**src/hdl/lcs_pkg.sv**
```systemverilog
// Shared types, widths and constants of the line centroid steering unit.
// Depends on nothing; the queue, front end, back end and top level import it.
`default_nettype none

package lcs_pkg;

	localparam int ROW_WIDTH = 320;
	localparam int HALF_ROW = ROW_WIDTH / 2;
	localparam int SUM_MAX = HALF_ROW * (HALF_ROW + 1) / 2;

	localparam int POS_W = $clog2(ROW_WIDTH);
	localparam int CNT_W = $clog2(ROW_WIDTH + 1);
	localparam int SUM_W = $clog2(SUM_MAX + 1) + 1;
	localparam int LIMIT_W = 9;
	localparam int CMP_W = (CNT_W > LIMIT_W) ? CNT_W : LIMIT_W;
	localparam int MAG_W = 9;
	localparam int QX_W = (SUM_W > MAG_W) ? SUM_W : MAG_W;
	localparam int STEP_W = $clog2(SUM_W);
	localparam int GAIN_W = 16;
	localparam int PROD_W = MAG_W + GAIN_W;
	localparam int DRV_SUM_W = MAG_W + 1;

	localparam int QUEUE_DEPTH = 2;
	localparam int QPTR_W = $clog2(QUEUE_DEPTH);
	localparam int QCNT_W = $clog2(QUEUE_DEPTH + 1);

	localparam int CFG_IDX_W = 3;
	localparam int CFG_DATA_W = 16;

	localparam logic [CFG_IDX_W-1:0] CFG_WHITE_THRESHOLD = 3'd0;
	localparam logic [CFG_IDX_W-1:0] CFG_CROWD_LIMIT = 3'd1;
	localparam logic [CFG_IDX_W-1:0] CFG_LOST_LIMIT = 3'd2;
	localparam logic [CFG_IDX_W-1:0] CFG_BASE_SPEED = 3'd3;
	localparam logic [CFG_IDX_W-1:0] CFG_REVERSE_SPEED = 3'd4;
	localparam logic [CFG_IDX_W-1:0] CFG_KP_Q16 = 3'd5;
	localparam logic [CFG_IDX_W-1:0] CFG_KD_Q16 = 3'd6;

	typedef struct packed {
		logic [7:0]         white_threshold;
		logic [LIMIT_W-1:0] crowd_limit;
		logic [LIMIT_W-1:0] lost_limit;
		logic [6:0]         base_speed;
		logic [6:0]         reverse_speed;
		logic [GAIN_W-1:0]  kp_q16;
		logic [GAIN_W-1:0]  kd_q16;
	} cfg_t;

	localparam cfg_t CFG_RESET = '{
		white_threshold: 8'd130,
		crowd_limit:     9'd315,
		lost_limit:      9'd20,
		base_speed:      7'd45,
		reverse_speed:   7'd40,
		kp_q16:          16'd13107,
		kd_q16:          16'd1966
	};

	typedef enum logic [1:0] {
		ACT_RIGHT    = 2'd0,
		ACT_LEFT     = 2'd1,
		ACT_REVERSE  = 2'd2,
		ACT_CROSSING = 2'd3
	} action_t;

	typedef enum logic [1:0] {
		ROW_FOLLOW = 2'd0,
		ROW_LOST   = 2'd1,
		ROW_CROSS  = 2'd2
	} row_kind_t;

	// Summary of one finished scan line, handed from front to back.
	typedef struct packed {
		row_kind_t               kind;
		logic [CNT_W-1:0]        count;
		logic signed [SUM_W-1:0] sum;
	} row_t;

	typedef enum logic [2:0] {
		ST_IDLE,
		ST_DIV,
		ST_SAT,
		ST_MUL,
		ST_EMIT
	} st_t;

endpackage

`default_nettype wire

```
**src/hdl/lcs_queue.sv**
```systemverilog
// Short row-summary queue between the pixel front end and the control back end.
// Depends on lcs_pkg.
`default_nettype none

module lcs_queue (
	input  wire logic         clk,
	input  wire logic         arst_n,
	input  wire logic         wr_en,
	input  lcs_pkg::row_t     wr_data,
	output logic              full,
	input  wire logic         rd_en,
	output lcs_pkg::row_t     rd_data,
	output logic              empty
);
	import lcs_pkg::*;

	row_t              mem_q [QUEUE_DEPTH];
	logic [QPTR_W-1:0] wr_ptr_q;
	logic [QPTR_W-1:0] rd_ptr_q;
	logic [QCNT_W-1:0] cnt_q;
	logic              do_wr;
	logic              do_rd;

	assign full = (cnt_q == QCNT_W'(QUEUE_DEPTH));
	assign empty = (cnt_q == '0);
	assign do_wr = wr_en && !full;
	assign do_rd = rd_en && !empty;
	assign rd_data = mem_q[rd_ptr_q];

	always_ff @(posedge clk) begin
		if (do_wr) begin
			mem_q[wr_ptr_q] <= wr_data;
		end
	end

	always_ff @(posedge clk or negedge arst_n) begin
		if (!arst_n) begin
			wr_ptr_q <= '0;
			rd_ptr_q <= '0;
			cnt_q <= '0;
		end else begin
			if (do_wr) begin
				wr_ptr_q <= (wr_ptr_q == QPTR_W'(QUEUE_DEPTH - 1)) ? '0 : wr_ptr_q + 1'b1;
			end
			if (do_rd) begin
				rd_ptr_q <= (rd_ptr_q == QPTR_W'(QUEUE_DEPTH - 1)) ? '0 : rd_ptr_q + 1'b1;
			end
			if (do_wr && !do_rd) begin
				cnt_q <= cnt_q + 1'b1;
			end else if (do_rd && !do_wr) begin
				cnt_q <= cnt_q - 1'b1;
			end
		end
	end

endmodule

`default_nettype wire

```
**src/hdl/lcs_front.sv**
```systemverilog
// Pixel front end: counts white pixels, sums their offsets and classifies each row.
// Depends on lcs_pkg; feeds lcs_queue.
`default_nettype none

module lcs_front (
	input  wire logic         clk,
	input  wire logic         arst_n,
	input  lcs_pkg::cfg_t     cfg,
	input  wire logic         accept,
	input  wire logic [7:0]   pixel,
	output logic              row_push,
	output lcs_pkg::row_t     row_data
);
	import lcs_pkg::*;

	logic [POS_W-1:0] pos_q;
	logic [CNT_W-1:0] cnt_q;
	logic [SUM_W-1:0] sum_q;
	logic             white;
	logic             last;
	logic [SUM_W-1:0] offs;
	logic [SUM_W-1:0] sum_nx;
	logic [CNT_W-1:0] cnt_nx;
	logic [CMP_W-1:0] cnt_cmp;
	logic             crowd;
	logic             lost;

	always_comb begin
		white = pixel > cfg.white_threshold;
		last = (pos_q == POS_W'(ROW_WIDTH - 1));
		offs = {{(SUM_W - POS_W){1'b0}}, pos_q} - SUM_W'(HALF_ROW);
		sum_nx = white ? sum_q + offs : sum_q;
		cnt_nx = cnt_q + CNT_W'(white);
		cnt_cmp = CMP_W'(cnt_nx);
		crowd = cnt_cmp > CMP_W'(cfg.crowd_limit);
		lost = cnt_cmp < CMP_W'(cfg.lost_limit);
		// An empty row that is not lost produces nothing downstream.
		row_push = accept && last && (crowd || lost || (cnt_nx != '0));
		row_data.kind = crowd ? ROW_CROSS : (lost ? ROW_LOST : ROW_FOLLOW);
		row_data.count = cnt_nx;
		row_data.sum = $signed(sum_nx);
	end

	always_ff @(posedge clk or negedge arst_n) begin
		if (!arst_n) begin
			pos_q <= '0;
			cnt_q <= '0;
			sum_q <= '0;
		end else if (accept) begin
			if (last) begin
				pos_q <= '0;
				cnt_q <= '0;
				sum_q <= '0;
			end else begin
				pos_q <= pos_q + 1'b1;
				cnt_q <= cnt_nx;
				sum_q <= sum_nx;
			end
		end
	end

endmodule

`default_nettype wire

```
**src/hdl/lcs_back.sv**
```systemverilog
// Control back end: divides the offset sum by the count, forms the PD drives and
// holds the result word until it is taken. Depends on lcs_pkg; reads lcs_queue.
`default_nettype none

module lcs_back (
	input  wire logic                clk,
	input  wire logic                arst_n,
	input  lcs_pkg::cfg_t            cfg,
	input  wire logic                q_empty,
	input  lcs_pkg::row_t            q_data,
	output logic                     q_pop,
	output logic                     empty,
	input  wire logic                pop,
	output logic [1:0]               action,
	output logic signed [7:0]        left_drive,
	output logic signed [7:0]        right_drive,
	output logic signed [8:0]        line_offset
);
	import lcs_pkg::*;

	st_t                     state_q;
	st_t                     state_nx;
	row_kind_t               kind_q;
	logic                    neg_q;
	logic [CNT_W-1:0]        div_q;
	logic [CNT_W+SUM_W-1:0]  dq_q;
	logic [STEP_W-1:0]       step_q;
	logic [MAG_W-1:0]        mag_q;
	logic [MAG_W-1:0]        diff_q;
	logic [MAG_W-1:0]        pmag_q;
	logic [MAG_W-1:0]        dmag_q;
	logic [7:0]              prev_err_q;
	logic                    out_valid_q;
	logic [1:0]              act_q;
	logic [7:0]              left_q;
	logic [7:0]              right_q;
	logic [8:0]              offs_q;

	logic [SUM_W-1:0]        abs_sum;
	logic [CNT_W:0]          trial;
	logic [CNT_W-1:0]        rem_nx;
	logic                    qbit;
	logic [QX_W-1:0]         quo_x;
	logic [MAG_W-1:0]        mag_nx;
	logic [MAG_W-1:0]        prev_x;
	logic [PROD_W-1:0]       pprod;
	logic [PROD_W-1:0]       dprod;
	logic [DRV_SUM_W-1:0]    drv_sum;
	logic [6:0]              drv_sat;
	logic                    slot_free;
	logic                    emit_want;
	logic                    emit_fire;
	logic [1:0]              act_nx;
	logic [7:0]              left_nx;
	logic [7:0]              right_nx;
	logic [8:0]              offs_nx;

	// Datapath helpers.
	always_comb begin
		abs_sum = q_data.sum[SUM_W-1] ? -q_data.sum : q_data.sum;
		trial = {dq_q[CNT_W+SUM_W-1 -: CNT_W], dq_q[SUM_W-1]};
		qbit = trial >= {1'b0, div_q};
		rem_nx = qbit ? CNT_W'(trial - {1'b0, div_q}) : trial[CNT_W-1:0];
		quo_x = QX_W'(dq_q[SUM_W-1:0]);
		// Saturate the quotient to the range -256..255 of the mean offset.
		if (neg_q) begin
			mag_nx = (quo_x > QX_W'(256)) ? MAG_W'(256) : quo_x[MAG_W-1:0];
		end else begin
			mag_nx = (quo_x > QX_W'(255)) ? MAG_W'(255) : quo_x[MAG_W-1:0];
		end
		prev_x = {1'b0, prev_err_q};
		pprod = mag_q * cfg.kp_q16;
		dprod = diff_q * cfg.kd_q16;
		drv_sum = DRV_SUM_W'(cfg.base_speed) + DRV_SUM_W'(pmag_q) + DRV_SUM_W'(dmag_q);
		drv_sat = (drv_sum > DRV_SUM_W'(127)) ? 7'd127 : drv_sum[6:0];
		slot_free = !out_valid_q || pop;
	end

	// Result word formed in the emit state.
	always_comb begin
		emit_want = 1'b1;
		act_nx = ACT_CROSSING;
		left_nx = '0;
		right_nx = '0;
		offs_nx = '0;
		case (kind_q)
			ROW_CROSS: begin
				act_nx = ACT_CROSSING;
			end
			ROW_LOST: begin
				act_nx = ACT_REVERSE;
				left_nx = -{1'b0, cfg.reverse_speed};
				right_nx = {1'b0, cfg.reverse_speed};
			end
			ROW_FOLLOW: begin
				emit_want = (pmag_q != '0);
				if (!neg_q) begin
					act_nx = ACT_RIGHT;
					left_nx = {1'b0, drv_sat};
					right_nx = -{1'b0, cfg.base_speed};
					offs_nx = mag_q;
				end else begin
					act_nx = ACT_LEFT;
					left_nx = {1'b0, cfg.base_speed};
					right_nx = -{1'b0, drv_sat};
					offs_nx = -mag_q;
				end
			end
			default: begin
				emit_want = 1'b0;
			end
		endcase
	end

	// Next state.
	always_comb begin
		state_nx = state_q;
		case (state_q)
			ST_IDLE: begin
				if (!q_empty) begin
					state_nx = (q_data.kind == ROW_FOLLOW) ? ST_DIV : ST_EMIT;
				end
			end
			ST_DIV: begin
				if (step_q == STEP_W'(SUM_W - 1)) begin
					state_nx = ST_SAT;
				end
			end
			ST_SAT: begin
				state_nx = ST_MUL;
			end
			ST_MUL: begin
				state_nx = ST_EMIT;
			end
			ST_EMIT: begin
				if (!emit_want || slot_free) begin
					state_nx = ST_IDLE;
				end
			end
			default: begin
				state_nx = ST_IDLE;
			end
		endcase
	end

	// Control outputs.
	always_comb begin
		q_pop = 1'b0;
		emit_fire = 1'b0;
		case (state_q)
			ST_IDLE: begin
				q_pop = !q_empty;
			end
			ST_EMIT: begin
				emit_fire = emit_want && slot_free;
			end
			default: begin
				q_pop = 1'b0;
			end
		endcase
	end

	always_ff @(posedge clk or negedge arst_n) begin
		if (!arst_n) begin
			state_q <= ST_IDLE;
			prev_err_q <= '0;
			out_valid_q <= 1'b0;
		end else begin
			state_q <= state_nx;
			if (state_q == ST_MUL) begin
				prev_err_q <= (mag_q > MAG_W'(255)) ? 8'd255 : mag_q[7:0];
			end
			if (emit_fire) begin
				out_valid_q <= 1'b1;
			end else if (pop) begin
				out_valid_q <= 1'b0;
			end
		end
	end

	always_ff @(posedge clk) begin
		if (q_pop) begin
			kind_q <= q_data.kind;
			neg_q <= q_data.sum[SUM_W-1];
			div_q <= q_data.count;
			dq_q <= {{CNT_W{1'b0}}, abs_sum};
			step_q <= '0;
		end
		if (state_q == ST_DIV) begin
			dq_q <= {rem_nx, dq_q[SUM_W-2:0], qbit};
			step_q <= step_q + 1'b1;
		end
		if (state_q == ST_SAT) begin
			mag_q <= mag_nx;
			diff_q <= (mag_nx > prev_x) ? mag_nx - prev_x : prev_x - mag_nx;
		end
		if (state_q == ST_MUL) begin
			pmag_q <= pprod[PROD_W-1 -: MAG_W];
			dmag_q <= dprod[PROD_W-1 -: MAG_W];
		end
		if (emit_fire) begin
			act_q <= act_nx;
			left_q <= left_nx;
			right_q <= right_nx;
			offs_q <= offs_nx;
		end
	end

	assign empty = !out_valid_q;
	assign action = act_q;
	assign left_drive = $signed(left_q);
	assign right_drive = $signed(right_q);
	assign line_offset = $signed(offs_q);

endmodule

`default_nettype wire

```
**src/hdl/line_centroid_pd_steering_unit.sv**
```systemverilog
// Top level of the line centroid steering unit: configuration registers and the
// front end, row queue and back end. Depends on lcs_pkg and the lcs_* modules.
//
// Pixels of one scan line enter on pixel with push; a word is taken when push is
// high and full is low. Full rises only while the row queue holds two finished
// rows, so pixels normally stream at one per cycle.
// After the last pixel of a row, one result word may appear on action,
// left_drive, right_drive and line_offset while empty is low; pop takes it.
// A crossing or lost row skips the divider and goes straight to the emit state.
// A followed row runs a one-bit-per-cycle divider of SUM_W steps (15 at a row
// width of 320), then a saturate state and a state for the gain multiplies.
// Rows with a zero proportional term, and empty rows that are not lost, give no
// word. While the receiver holds off pop, the word stays put; the back end then
// stalls and the queue fills, and only after that does full stall the pixels.
// Configuration writes on cfg_valid/cfg_index/cfg_data are always taken
// (cfg_ready is high) and belong in idle periods. Reset returns all configuration
// registers to their defaults and clears the row counters and the stored error.
`default_nettype none

module line_centroid_pd_steering_unit (
	input  wire logic                           clk,
	input  wire logic                           arst_n,
	input  wire logic                           push,
	output logic                                full,
	input  wire logic [7:0]                     pixel,
	output logic                                empty,
	input  wire logic                           pop,
	output logic [1:0]                          action,
	output logic signed [7:0]                   left_drive,
	output logic signed [7:0]                   right_drive,
	output logic signed [8:0]                   line_offset,
	input  wire logic                           cfg_valid,
	output logic                                cfg_ready,
	input  wire logic [lcs_pkg::CFG_IDX_W-1:0]  cfg_index,
	input  wire logic [lcs_pkg::CFG_DATA_W-1:0] cfg_data
);
	import lcs_pkg::*;

	cfg_t cfg_q;
	logic accept;
	logic row_push;
	row_t row_data;
	logic q_full;
	logic q_empty;
	logic q_pop;
	row_t q_data;

	assign cfg_ready = 1'b1;
	assign full = q_full;
	assign accept = push && !q_full;

	always_ff @(posedge clk or negedge arst_n) begin
		if (!arst_n) begin
			cfg_q <= CFG_RESET;
		end else if (cfg_valid && cfg_ready) begin
			case (cfg_index)
				CFG_WHITE_THRESHOLD: cfg_q.white_threshold <= cfg_data[7:0];
				CFG_CROWD_LIMIT:     cfg_q.crowd_limit <= cfg_data[LIMIT_W-1:0];
				CFG_LOST_LIMIT:      cfg_q.lost_limit <= cfg_data[LIMIT_W-1:0];
				CFG_BASE_SPEED:      cfg_q.base_speed <= cfg_data[6:0];
				CFG_REVERSE_SPEED:   cfg_q.reverse_speed <= cfg_data[6:0];
				CFG_KP_Q16:          cfg_q.kp_q16 <= cfg_data[GAIN_W-1:0];
				CFG_KD_Q16:          cfg_q.kd_q16 <= cfg_data[GAIN_W-1:0];
				default: begin
				end
			endcase
		end
	end

	lcs_front u_front (
		.clk      (clk),
		.arst_n   (arst_n),
		.cfg      (cfg_q),
		.accept   (accept),
		.pixel    (pixel),
		.row_push (row_push),
		.row_data (row_data)
	);

	lcs_queue u_queue (
		.clk     (clk),
		.arst_n  (arst_n),
		.wr_en   (row_push),
		.wr_data (row_data),
		.full    (q_full),
		.rd_en   (q_pop),
		.rd_data (q_data),
		.empty   (q_empty)
	);

	lcs_back u_back (
		.clk         (clk),
		.arst_n      (arst_n),
		.cfg         (cfg_q),
		.q_empty     (q_empty),
		.q_data      (q_data),
		.q_pop       (q_pop),
		.empty       (empty),
		.pop         (pop),
		.action      (action),
		.left_drive  (left_drive),
		.right_drive (right_drive),
		.line_offset (line_offset)
	);

endmodule

`default_nettype wire

```
**config.mk**
```make
export PLATFORM = sky130hd
export DESIGN_NAME = line_centroid_pd_steering_unit
export DESIGN_NICKNAME = d
export VERILOG_FILES = /design/src/hdl/lcs_pkg.sv /design/src/hdl/lcs_queue.sv /design/src/hdl/lcs_front.sv /design/src/hdl/lcs_back.sv /design/src/hdl/line_centroid_pd_steering_unit.sv
export SDC_FILE = /design/constraint.sdc
export NUM_CORES = 1
export LEC_CHECK = 0
export BUFFER_PORTS_ARGS = -buffer_cell sky130_fd_sc_hd__buf_2
export CAP_MARGIN = 25
export CORE_MARGIN = 8
export CORE_UTILIZATION = 35
export CTS_CLUSTER_SIZE = 8
export DETAILED_ROUTE_END_ITERATION = 7
export PLACE_DENSITY_LB_ADDON = 0.25
export SLEW_MARGIN = 20
export SYNTH_ARGS = -nofsm -noshare
export SYNTH_HDL_FRONTEND = slang
export SYNTH_SLANG_ARGS = --single-unit
export TNS_END_PERCENT = 30
```
**constraint.sdc**
```tcl
create_clock -name clk -period 18 [get_ports clk]
set_input_delay 2.7 -clock clk [delete_from_list [all_inputs] [get_ports clk]]
set_output_delay 2.7 -clock clk [all_outputs]
set_load 0.05 [all_outputs]
```
# [After elaboration in Yosys (flattened, before gate mapping)]
# Memory sizes are Yosys's and may differ from the RTL's.
# Index checks and enable logic that the tools add are counted.
[word_totals] register_bits=224 ramBits=52 output_inout_bits=30 word_cells=156 mem_count=1
[memory_table] name="u_queue.mem_q" words=2 width=26 rd=1 rd_ports_with_merged_regs=0 wr=1 line_no="lcs_queue.sv:17" text="row_t mem_q [QUEUE_DEPTH];"
[op_classes] addsub=19 n_mul=2 magnitude_cmp=9 n_eq_ne=18 n_mux=41 n_reduce_logical=37
[ops] cell="9-bit 2-to-1 mux" count=8
[ops] cell="9-bit by 16-bit multiplier with 25-bit output" count=2
[ops] cell="24-bit 2-to-1 mux" count=2
[ops] cell="15-bit 2-to-1 mux" count=3
[ops] cell="8-bit case mux with 2 select lines" count=2
[ops] cell="7-bit negation with 8-bit output" count=3
[ops] cell="9-bit nonzero test" count=2
[ops] cell="8-bit 2-to-1 mux" count=2
[ops] cell="15-bit adder" count=1
[ops] cell="15-bit by 8-bit greater-than comparator with 1-bit output, second input constant" count=1
[ops] cell="15-bit by 9-bit greater-than comparator with 1-bit output, second input constant" count=1
[ops] cell="15-bit negation" count=1
[ops] cell="3-bit case mux with 5 select lines" count=1
[ops] cell="7-bit 2-to-1 mux" count=2
[ops] cell="2-bit AND reduction" count=7
[ops] cell="3-bit by 2-bit equality test with 1-bit output, second input constant" count=4
[ops] cell="3-bit equality test, second input constant" count=4
[ops] cell="3-bit 2-to-1 mux" count=4
[ops] cell="10-bit by 9-bit adder with 10-bit output" count=1
[ops] cell="7-bit by 9-bit adder with 10-bit output" count=1
[ops] cell="10-bit by 9-bit greater-or-equal comparator with 1-bit output" count=1
[ops] cell="10-bit by 7-bit greater-than comparator with 1-bit output, second input constant" count=1
[ops] cell="1-bit 2-to-1 mux" count=10
[ops] cell="9-bit by 8-bit subtractor with 10-bit output, second input constant" count=1
[ops] cell="other kinds (34)" count=61

# [Logic depth before layout (Yosys ltp)]
# Gate-level depths: netlist (run 1).
[depth] depth_word=11 depth_mapped=25

# [Hierarchy]
# Synthesis (run 1) repeated with hierarchy kept, for this count alone.
[unflattened] hier_cells=2204 hier_area_um2=23037.1
[modules_own_cells] module="lcs_back" n_inst=1 cells_each=1588 area_per_inst_um2=14921.8 seq_area_each_um2=3393.3
[modules_own_cells] module="lcs_front" n_inst=1 cells_each=353 area_per_inst_um2=3110.5 seq_area_each_um2=825.8
[modules_own_cells] module="line_centroid_pd_steering_unit" n_inst=1 cells_each=163 area_per_inst_um2=2831.5 seq_area_each_um2=1841.8
[modules_own_cells] module="lcs_queue" n_inst=1 cells_each=100 area_per_inst_um2=2173.3 seq_area_each_um2=1661.6

# [Least setup slack after synthesis (run 1)]
# No wires, ideal clock.
[synth_path] path_type="input to register" from="in pixel[1]" to="mem u_queue.mem_q[0][0] in the netlist's numbering (enable)" setup_ns=0.412 arrival_time_ns=7.666 required_time_ns=17.588 path_slack_ns=9.922 cell_stages=19 cell_sequence="ha_1 nor2b_1 o21a_1 o21a_1 o21ai_0 a31oi_1 clkbuf_1 clkbuf_1 ha_1 ha_1 and3_1 clkbuf_1 nand3_1 xnor2_1 ha_1 or4_1 o22a_1 a31oi_1 nor2b_1"
[synth_lines] item="start: declaration" line_no="line_centroid_pd_steering_unit.sv:25" text="input wire logic [7:0] pixel,"
[synth_lines] item="end: declaration" line_no="lcs_queue.sv:17"

==> results.json, run 1 <==
{
  "final_nets": 2620,
  "clk_latency_ns": 0.59,
  "p_total_mw": 4.678,
  "ir_worst_vdd_uv": 112.3,
  "power_density_nw_per_um2": 186.9,
  "fillers": 6235,
  "syn-instance-count": 2180,
  "start_util_pct": 35.27,
  "drt-pass1-iter-count": 7,
  "critPathArrivalTime_ns": 7.41,
  "ys_seq_area_share_pct": 34.15,
  "grt_pass1_wl_um": 91150,
  "place_area_um2": 23790,
  "drtAntennaViolNets": 0,
  "yosys_warnings": 0,
  "rows": 93,
  "post-route-util_pct": 39.03,
  "synth_edf_count": 155,
  "io_pins": 62,
  "multi_input_area_um2": 13480,
  "hold_viol_final": 0,
  "die_w_um": 270.2,
  "antenna_found_initial": 2,
  "cts_tree": "done",
  "ctsResizeCount": 0,
  "grt_pass1_vias": 16600,
  "ys_types": 74,
  "cts_max_level": 2,
  "drv_cap": 0,
  "holdBufCountCts": 0,
  "slew_headroom_pct": 33.64,
  "period_share_pct": 39.70,
  "routedWlPerCell_um": 18.08,
  "core_area_um2": 64120,
  "port_buffers": 60,
  "cp-start-kind": "input port",
  "numCtsBuffers": 40,
  "syn_area_per_cell_um2": 10.37,
  "setup_viol": 0,
  "fp.dieArea_um2": 73010,
  "rrSetupSlack_ns": 12.38,
  "regArea_um2": 7722,
  "worst_slew_pin_slew_ns": 0.9932,
  "diodes": 0,
  "grt-ovfl-total": 0,
  "fmax_ghz": 0.1400,
  "fin_area_um2": 25030,
  "area_growth_pct": 10.66,
  "cts_setup_buffers": 0,
  "cts_sinks": 276,
  "tns_ns": 0,
  "cp_max_fo": 22,
  "die_h_um": 270.2,
  "cts_buffer_depth": 3,
  "drt_wl_total_um": 55920,
  "crit_required_ns": 18.26,
  "cts_root_buffer": "clkbuf_16",
  "drt-initial-drc-count": 908,
  "worstSetupEndpointType": "flop",
  "outcome": "finished, final reports clean",
  "drc": 0,
  "leakage_nw": 11.31,
  "critPathKind": "input port to flop",
  "synth_fp_nets": 2594,
  "synth_area_um2": 22620,
  "clkTransAtPathRegs_ns": 0.05,
  "yosys_register_bits": 276,
  "hp-class": "flop to flop",
  "min_period_ns": 7.145,
  "drive_above_1_share_pct": 11.80,
  "hpwl_um": 42620,
  "grtUsageTotal_pct": 15.46,
  "via_per_inst": 4.995,
  "slew_viol_final": 0,
  "vias": 15451,
  "grt_max_degree": 63,
  "ys.flop_type": "edfxtp_1",
  "hold_slack_ns": 0.4925,
  "rsz0062_at_grt": "false",
  "routabilityCongestion": 0.8637,
  "async_flop_share_pct": 43.84,
  "fin_skew_ns": 0.04874
}
[area by class of cell]
| cell class | instances | area share [%] |
|---|---|---|
| clock buffers | 71 | 4.465 |
| clock inverters | 3 | 0.3200 |
| inverters | 281 | 4.235 |
| multi-input cells | 1524 | 53.87 |
| flip-flops and latches | 276 | 30.86 |
| well taps | 855 | 4.275 |
| repair buffers | 83 | 1.975 |
[cell families (layout without fill, tap and decap cells)]
logic type               Yosys count  after routing  share of synthesized area (%)
flip-flops                       276            276                          34.15
adder cells (fa/ha/maj)          382            382                          28.04
AND/OR/NAND/NOR                  623            623                          13.44
buffers and inverters            380            438                          6.401
other                              1              1                        0.01658
AO/OA/AOI/OAI                    317            317                          9.190
multiplexers                     102            102                          4.935
XOR/XNOR                          99             99                          3.834
[layer usage]
| metal | part of all wire [%] | GRT usage, % |
|---|---|---|
| met5 | 0 | 0 |
| met2 | 48 | 26.22 |
| met4 | 2.5 | 4.875 |
| met1 | 46 | 20.32 |
| met3 | 3.6 | 2.115 |
[worst paths after layout]
path | from | cells past startpoint | endpoint
max | pixel[1] | 21 | u_queue.mem_q[0][7]
min | u_front.sum_q[14] | 1 | u_front.sum_q[14]
max reg2reg | u_back.mag_q[0] | 15 | u_back.pmag_q[7]
min reg2reg | u_front.sum_q[14] | 1 | u_front.sum_q[14]
max in group asynchronous | arst_n | 2 | cfg_q[4]
min in group asynchronous | arst_n | 1 | u_front.sum_q[10]
[sequential cells by signal, summed over array words and instances, names as in the netlist, 15 cells and up]
name	count
u_back.dq_q	24
u_front.sum_q	15
u_queue.mem_q	52
cfg_q	72
[Yosys cell counts, types with 4 or more instances]
library cell | instances | share of area (%)
a211oi_1 | 9 | 0.30
a21boi_0 | 4 | 0.13
a21o_1 | 25 | 0.83
a21o_2 | 4 | 0.15
a21oi_1 | 61 | 1.3
a22o_1 | 25 | 0.97
a22oi_1 | 7 | 0.23
a31oi_1 | 11 | 0.30
and2_1 | 111 | 3.1
and3_1 | 8 | 0.22
buf_1 | 16 | 0.27
buf_2 | 4 | 0.089
clkbuf_1 | 77 | 1.3
dfrtp_1 | 89 | 9.8
dfstp_2 | 32 | 3.7
edfxtp_1 | 155 | 21
fa_1 | 208 | 18
ha_1 | 174 | 9.6
inv_1 | 279 | 4.6
mux2_2 | 76 | 3.8
mux2i_1 | 26 | 1.2
nand2_1 | 268 | 4.4
nand2b_1 | 12 | 0.33
nand3_1 | 25 | 0.55
nand3b_1 | 4 | 0.13
nand4_1 | 15 | 0.41
nor2_1 | 85 | 1.4
nor2b_1 | 19 | 0.53
nor3_1 | 27 | 0.60
nor3b_1 | 10 | 0.33
nor4_1 | 9 | 0.25
o2111ai_1 | 5 | 0.19
o21a_1 | 11 | 0.37
o21ai_0 | 106 | 2.3
o21bai_1 | 7 | 0.23
o31ai_1 | 9 | 0.30
or2_2 | 6 | 0.17
or3_1 | 5 | 0.14
or4_1 | 5 | 0.17
xnor2_1 | 57 | 2.2
xor2_1 | 42 | 1.6
[power breakdown]
group	internal [mW]	switching, mW	total [mW]
clock	0.423	0.291	0.714
combinational	1.22	1.65	2.87
sequential	0.943	0.151	1.09
total	2.58	2.09	4.68
[worst max-delay path, stage by stage]
cell	delay, ns
buf_2	0.12
ha_1	0.29
nor2b_1	0.14
o21a_1	0.12
o21a_1	0.10
o21ai_0	0.08
a31oi_2	0.18
buf_4	0.31
ha_1	0.26
ha_1	0.25
and3_1	0.31
nand3_1	0.13
xnor2_1	0.42
ha_1	0.34
nand3_1	0.11
nor3_1	0.06
a21oi_1	0.11
o21ai_0	0.15
a31oi_1	0.38
nor2b_2	0.46
buf_4	0.35
[cell usage in the layout (no fill, tap or decap), drive strengths merged, types with 76 or more instances in the layout]
master  Yosys  routed
inv       280     281
nand2     268     268
fa        208     208
ha        174     174
edfxtp    155     155
and2      112     112
o21ai     106     106
dfrtp      89      89
nor2       85      85
buf        22      83
mux2       76      76
[stage by stage]
| step | instances | worst slack, ns |
|---|---|---|
| floorplan | 2180 | 9.922 |
| global placement | 3016 | 10.40 |
| detailed placement | 3016 | 10.23 |
| CTS | 3090 | 10.83 |
| global route | 3093 | 10.48 |
| finish | 3093 | 10.85 |
(Power assumes the default switching activity.)
==> inputs of run 2 (changes only) <==
==> constraint.sdc (replaced) <==
create_clock -name clk -period 7.3 [get_ports clk]
set_input_delay 1.095 -clock clk [delete_from_list [all_inputs] [get_ports clk]]
set_output_delay 1.095 -clock clk [all_outputs]
set_load 0.05 [all_outputs]
==> results.json, run 2 (synthesized netlist as in run 1, its figures left out) <==
{
  "critPathArrivalTime_ns": 5.97,
  "cp_max_fo": 22,
  "die_h_um": 270.2,
  "numCtsBuffers": 40,
  "regMostFlops": "cfg_q",
  "ir_worst_vdd_uv": 315.9,
  "drt_wl_total_um": 55160,
  "ctsResizeCount": 0,
  "drive_above_1_share_pct": 11.60,
  "outcome": "finished, final reports clean",
  "setup_viol": 0,
  "io_pins": 62,
  "clk_latency_ns": 0.58,
  "worstSetupEndpointType": "flop",
  "grt_pass1_vias": 16136,
  "slew_viol_final": 0,
  "final_nets": 2615,
  "holdBufCountCts": 0,
  "rows": 93,
  "cts_root_buffer": "clkbuf_16",
  "period_share_pct": 77.94,
  "min_period_ns": 5.690,
  "final_cell_mix": "279 x inv_1, 268 x nand2_1, 208 x fa_1, 174 x ha_1, 155 x edfxtp_1",
  "tns_ns": 0,
  "critPathKind": "flop to flop",
  "port_buffers": 60,
  "final_common_cell": "inv_1",
  "post-route-util_pct": 38.99,
  "area_growth_pct": 10.54,
  "swShare_pct": 44.46,
  "cp-start-kind": "flop",
  "slew_headroom_pct": 33.02,
  "cts_sinks": 276,
  "diodes": 0,
  "cts_max_level": 2,
  "hpwl_um": 42030,
  "cts_buffer_depth": 3,
  "reg_top3": "cfg_q: 72 flops, u_queue.mem_q: 52 flops, u_back.dq_q: 24 flops",
  "power_density_nw_per_um2": 457.5,
  "hold_slack_ns": 0.4994,
  "p_clk_share_pct": 15.4,
  "via_per_inst": 5.007,
  "cts_tree": "done",
  "largest_reg_flops": 72,
  "drc": 0,
  "antenna_found_initial": 5,
  "die_w_um": 270.2,
  "fp.dieArea_um2": 73010,
  "leakage_nw": 11.29,
  "dpl.cell_count": 3012,
  "p_comb_share_pct": 60.9,
  "cts_setup_buffers": 0,
  "clkTransAtPathRegs_ns": 0.06,
  "core_area_um2": 64120,
  "drv_cap": 0,
  "drtAntennaViolNets": 0,
  "grt_max_degree": 68,
  "final_cells": 3088,
  "drt-initial-drc-count": 965,
  "p_total_mw": 11.44,
  "routabilityCongestion": 0.8557,
  "hp-class": "input port to asynchronous set/reset pin",
  "rsz0062_at_grt": "false",
  "vias": 15463,
  "start_util_pct": 35.27,
  "power.switching_mw": 5.085,
  "grtUsageTotal_pct": 15.13,
  "power_frac_seq_pct": 23.7,
  "p_int_mw": 6.352,
  "routedWlPerCell_um": 17.86,
  "drt-pass1-iter-count": 5,
  "crit_required_ns": 7.58,
  "fmax_ghz": 0.1758,
  "grt_pass1_wl_um": 89370,
  "fin_skew_ns": 0.05364,
  "grt-ovfl-total": 0,
  "worst_slew_pin_slew_ns": 1.005,
  "hold_viol_final": 0
}
## run 2: worst paths after layout
path                                    from  depth (start not counted)  slack, ns           endpoint
setup reg to reg             u_back.mag_q[2]                         15       1.61   u_back.pmag_q[7]
min in group clk           u_front.sum_q[14]                          1       0.50  u_front.sum_q[14]
hold / removal                        arst_n                          1       0.50  u_front.sum_q[13]
setup / recovery             u_back.mag_q[2]                         15       1.61   u_back.pmag_q[7]
hold reg to reg            u_front.sum_q[14]                          1       0.50  u_front.sum_q[14]
max in group asynchronous             arst_n                          2       5.48          cfg_q[26]
## run 2: stage by stage
step,worst slack (ns),instance area (um^2)
finish,1.610,25000
CTS,1.538,24980
floorplan,0.8274,22620
detailed placement,1.206,23780
global placement,1.329,23750
global route,1.295,25000
## run 2: per-layer routing
layer	GRT usage, %	share of wire (%)	vias to the layer above
met5	0	0	-
met2	24.82	47	324
met3	2.142	4.9	76
li1	-	-	7310
met1	20.41	45	7753
met4	5.114	2.9	0
## run 2: layout make-up
type,instances,area (um^2)
tap,855,1070
inverter,281,1060
multi-input combinational,1524,13480
clock inverter,3,80.08
fill,6194,39120
sequential,276,7722
clock buffer,71,1117
timing repair buffer,78,469.2
## run 2: power groups by stage
stage	registers [mW]	logic (mW)	clock network [mW]
finish	2.71	6.97	1.76
global route	2.76	7.98	1.88
CTS	2.71	7.08	1.82
detailed placement	2.73	7.01	0
global placement	2.73	6.86	0
floorplan	2.61	5.37	0
## run 2: critical path, stage by stage, from the launching register on
cell and delay (ns):
edfxtp_1 0.84, nand2_1 0.17, fa_1 0.54, fa_1 0.55, fa_1 0.45, fa_1 0.55
inv_1 0.05, ha_1 0.29, a211oi_1 0.20, o21ai_0 0.12, a221o_1 0.40, o311a_1 0.45
o2111ai_1 0.29, nand3b_1 0.17, a211oi_1 0.26, nor2_1 0.06
==> inputs of run 3 (changes only) <==
==> constraint.sdc (replaced) <==
create_clock -name clk -period 5.15 [get_ports clk]
set_input_delay 0.7725 -clock clk [delete_from_list [all_inputs] [get_ports clk]]
set_output_delay 0.7725 -clock clk [all_outputs]
set_load 0.05 [all_outputs]
==> results.json, run 3 (synthesized netlist as in run 1, its figures left out) <==
{
  "slew_headroom_pct": 35.90,
  "fp.dieArea_um2": 73010,
  "critPathArrivalTime_ns": 5.26,
  "numCtsBuffers": 40,
  "fin_skew_ns": 0.04217,
  "final_nets": 2671,
  "grtUsageTotal_pct": 16.00,
  "crit_required_ns": 5.43,
  "area_growth_pct": 12.86,
  "final_cell_mix": "279 x inv_1, 268 x nand2_1, 208 x fa_1, 174 x ha_1, 155 x edfxtp_1",
  "hold_slack_ns": 0.2571,
  "drv_cap": 0,
  "grt-ovfl-total": 0,
  "start_util_pct": 35.27,
  "ir_worst_vdd_uv": 422.8,
  "diodes": 0,
  "cts_root_buffer": "clkbuf_16",
  "hpwl_um": 44930,
  "reg_top3": "cfg_q: 72 flops, u_queue.mem_q: 52 flops, u_back.dq_q: 24 flops",
  "r2r-end": "u_back.pmag_q[5]",
  "drt-pass1-iter-count": 5,
  "holdBufCountCts": 0,
  "crit_buf_inv": 3,
  "fillers": 6238,
  "hold_viol_final": 0,
  "setup_viol": 0,
  "clkTransAtPathRegs_ns": 0.05,
  "max_stage_delay_ns": 0.54,
  "via_per_inst": 5.017,
  "drt-initial-drc-count": 926,
  "slew_viol_final": 0,
  "rows": 93,
  "cp_max_fo": 7,
  "die_h_um": 270.2,
  "routabilityCongestion": 0.9262,
  "power_density_nw_per_um2": 650.2,
  "largest_reg_flops": 72,
  "final_common_cell": "inv_1",
  "drtAntennaViolNets": 0,
  "cts_sinks": 276,
  "rrSetupSlack_ns": 0.17,
  "grt_max_degree": 90,
  "clk_latency_ns": 0.58,
  "io_pins": 62,
  "drive_above_1_share_pct": 14.16,
  "crit_path_end": "u_back.pmag_q[5]",
  "die_w_um": 270.2,
  "grt_pass1_wl_um": 93800,
  "outcome": "finished, final reports clean",
  "routedWlPerCell_um": 18.43,
  "fmax_ghz": 0.2008,
  "cts_max_level": 2,
  "worstSetupEndpointType": "flop",
  "port_buffers": 60,
  "min_period_ns": 4.980,
  "cp.depth": 15,
  "rsz0062_at_grt": "true",
  "cts_tree": "done",
  "final_cells": 3143,
  "cpMaxStageDelayCell": "fa_1",
  "leakage_nw": 11.59,
  "grt_pass1_vias": 16823,
  "antenna_found_initial": 7,
  "period_share_pct": 96.71,
  "vias": 15767,
  "drc": 0,
  "critPathKind": "flop to flop",
  "cp-start-kind": "flop",
  "hp-class": "input port to asynchronous set/reset pin",
  "worstSetupStartpoint": "u_back.mag_q[8]",
  "worst_slew_pin_slew_ns": 0.9594,
  "cp_common_cell": "fa_1",
  "worstPathCellList": "buf_4 > nand2_1 > fa_1 > inv_1 > fa_1 > fa_1 > fa_1 > ha_1 > or3_1 > o311a_1 > buf_4 > o21ai_0 > nand2b_1 > a21oi_2 > xnor2_1",
  "post-route-util_pct": 39.81,
  "reg2reg_depth": 15,
  "drt_wl_total_um": 57930,
  "regMostFlops": "cfg_q",
  "critPathTopFamily": "adder cells",
  "r2r_start": "u_back.mag_q[8]",
  "cts_buffer_depth": 3,
  "dpl.cell_count": 3066,
  "p_total_mw": 16.60,
  "core_area_um2": 64120
}
==> run 3: cell types whose count changed in the layout (fill, tap and decap cells not counted), sizes merged <==
cell / delta
clkinv: +1
clkbuf: -1
buf: +56
inv: -1
==> run 3: layout make-up <==
type                       count  area (um^2)  area share [%]
clock inverter                 3        90.09          0.3530
multi-input combinational   1524        13540           53.04
clock buffer                  70         1114           4.363
timing repair buffer         134        930.9           3.647
sequential                   276         7722           30.26
tap                          855         1070           4.191
inverter                     281         1060           4.152
==> run 3: worst min path at each step <==
| stage | start | to | depth (start not counted) | slack (ns) |
|---|---|---|---|---|
| 2_1_floorplan | u_front.cnt_q[0] | u_front.cnt_q[0] | 2 | 0.46 |
| 3_3_place_gp | u_front.sum_q[14] | u_front.sum_q[14] | 1 | 0.48 |
| 3_5_place_dp | u_queue.cnt_q[1] | u_queue.cnt_q[1] | 1 | 0.48 |
| 4_1_cts | arst_n | u_front.sum_q[8] | 1 | 0.29 |
| 5_1_grt | arst_n | u_front.sum_q[8] | 1 | 0.32 |
| 6_report | arst_n | u_front.sum_q[8] | 1 | 0.26 |
==> run 3: per-stage QoR <==
stage	instance area [um^2]	setup TNS [ns]	worst slack [ns]
6_report	25520	0	0.1695
5_1_grt	25520	-0.01435	-0.007412
4_1_cts	25450	0	0.03635
3_5_place_dp	24210	-0.02424	-0.02424
3_3_place_gp	24180	0	0.1217
2_1_floorplan	22640	0	0.007793
==> run 3: timing repair <==
action,4_1_cts,5_1_grt
resized for setup,0,11
setup endpoints to repair,1,8
pin swaps,0,10
buffers inserted,2,2
==> run 3: power breakdown <==
group | total [mW] | internal (mW) | switching, mW
Clock | 2.51 | 1.48 | 1.03
Combinational | 10.3 | 4.38 | 5.96
Sequential | 3.74 | 3.29 | 0.451
==> run 3: routing by layer <==
layer	share of wire [%]	GRT usage (%)
met3	5.4	3.470
met1	45	20.99
met5	0.022	0
met2	47	26.54
met4	2.5	4.339
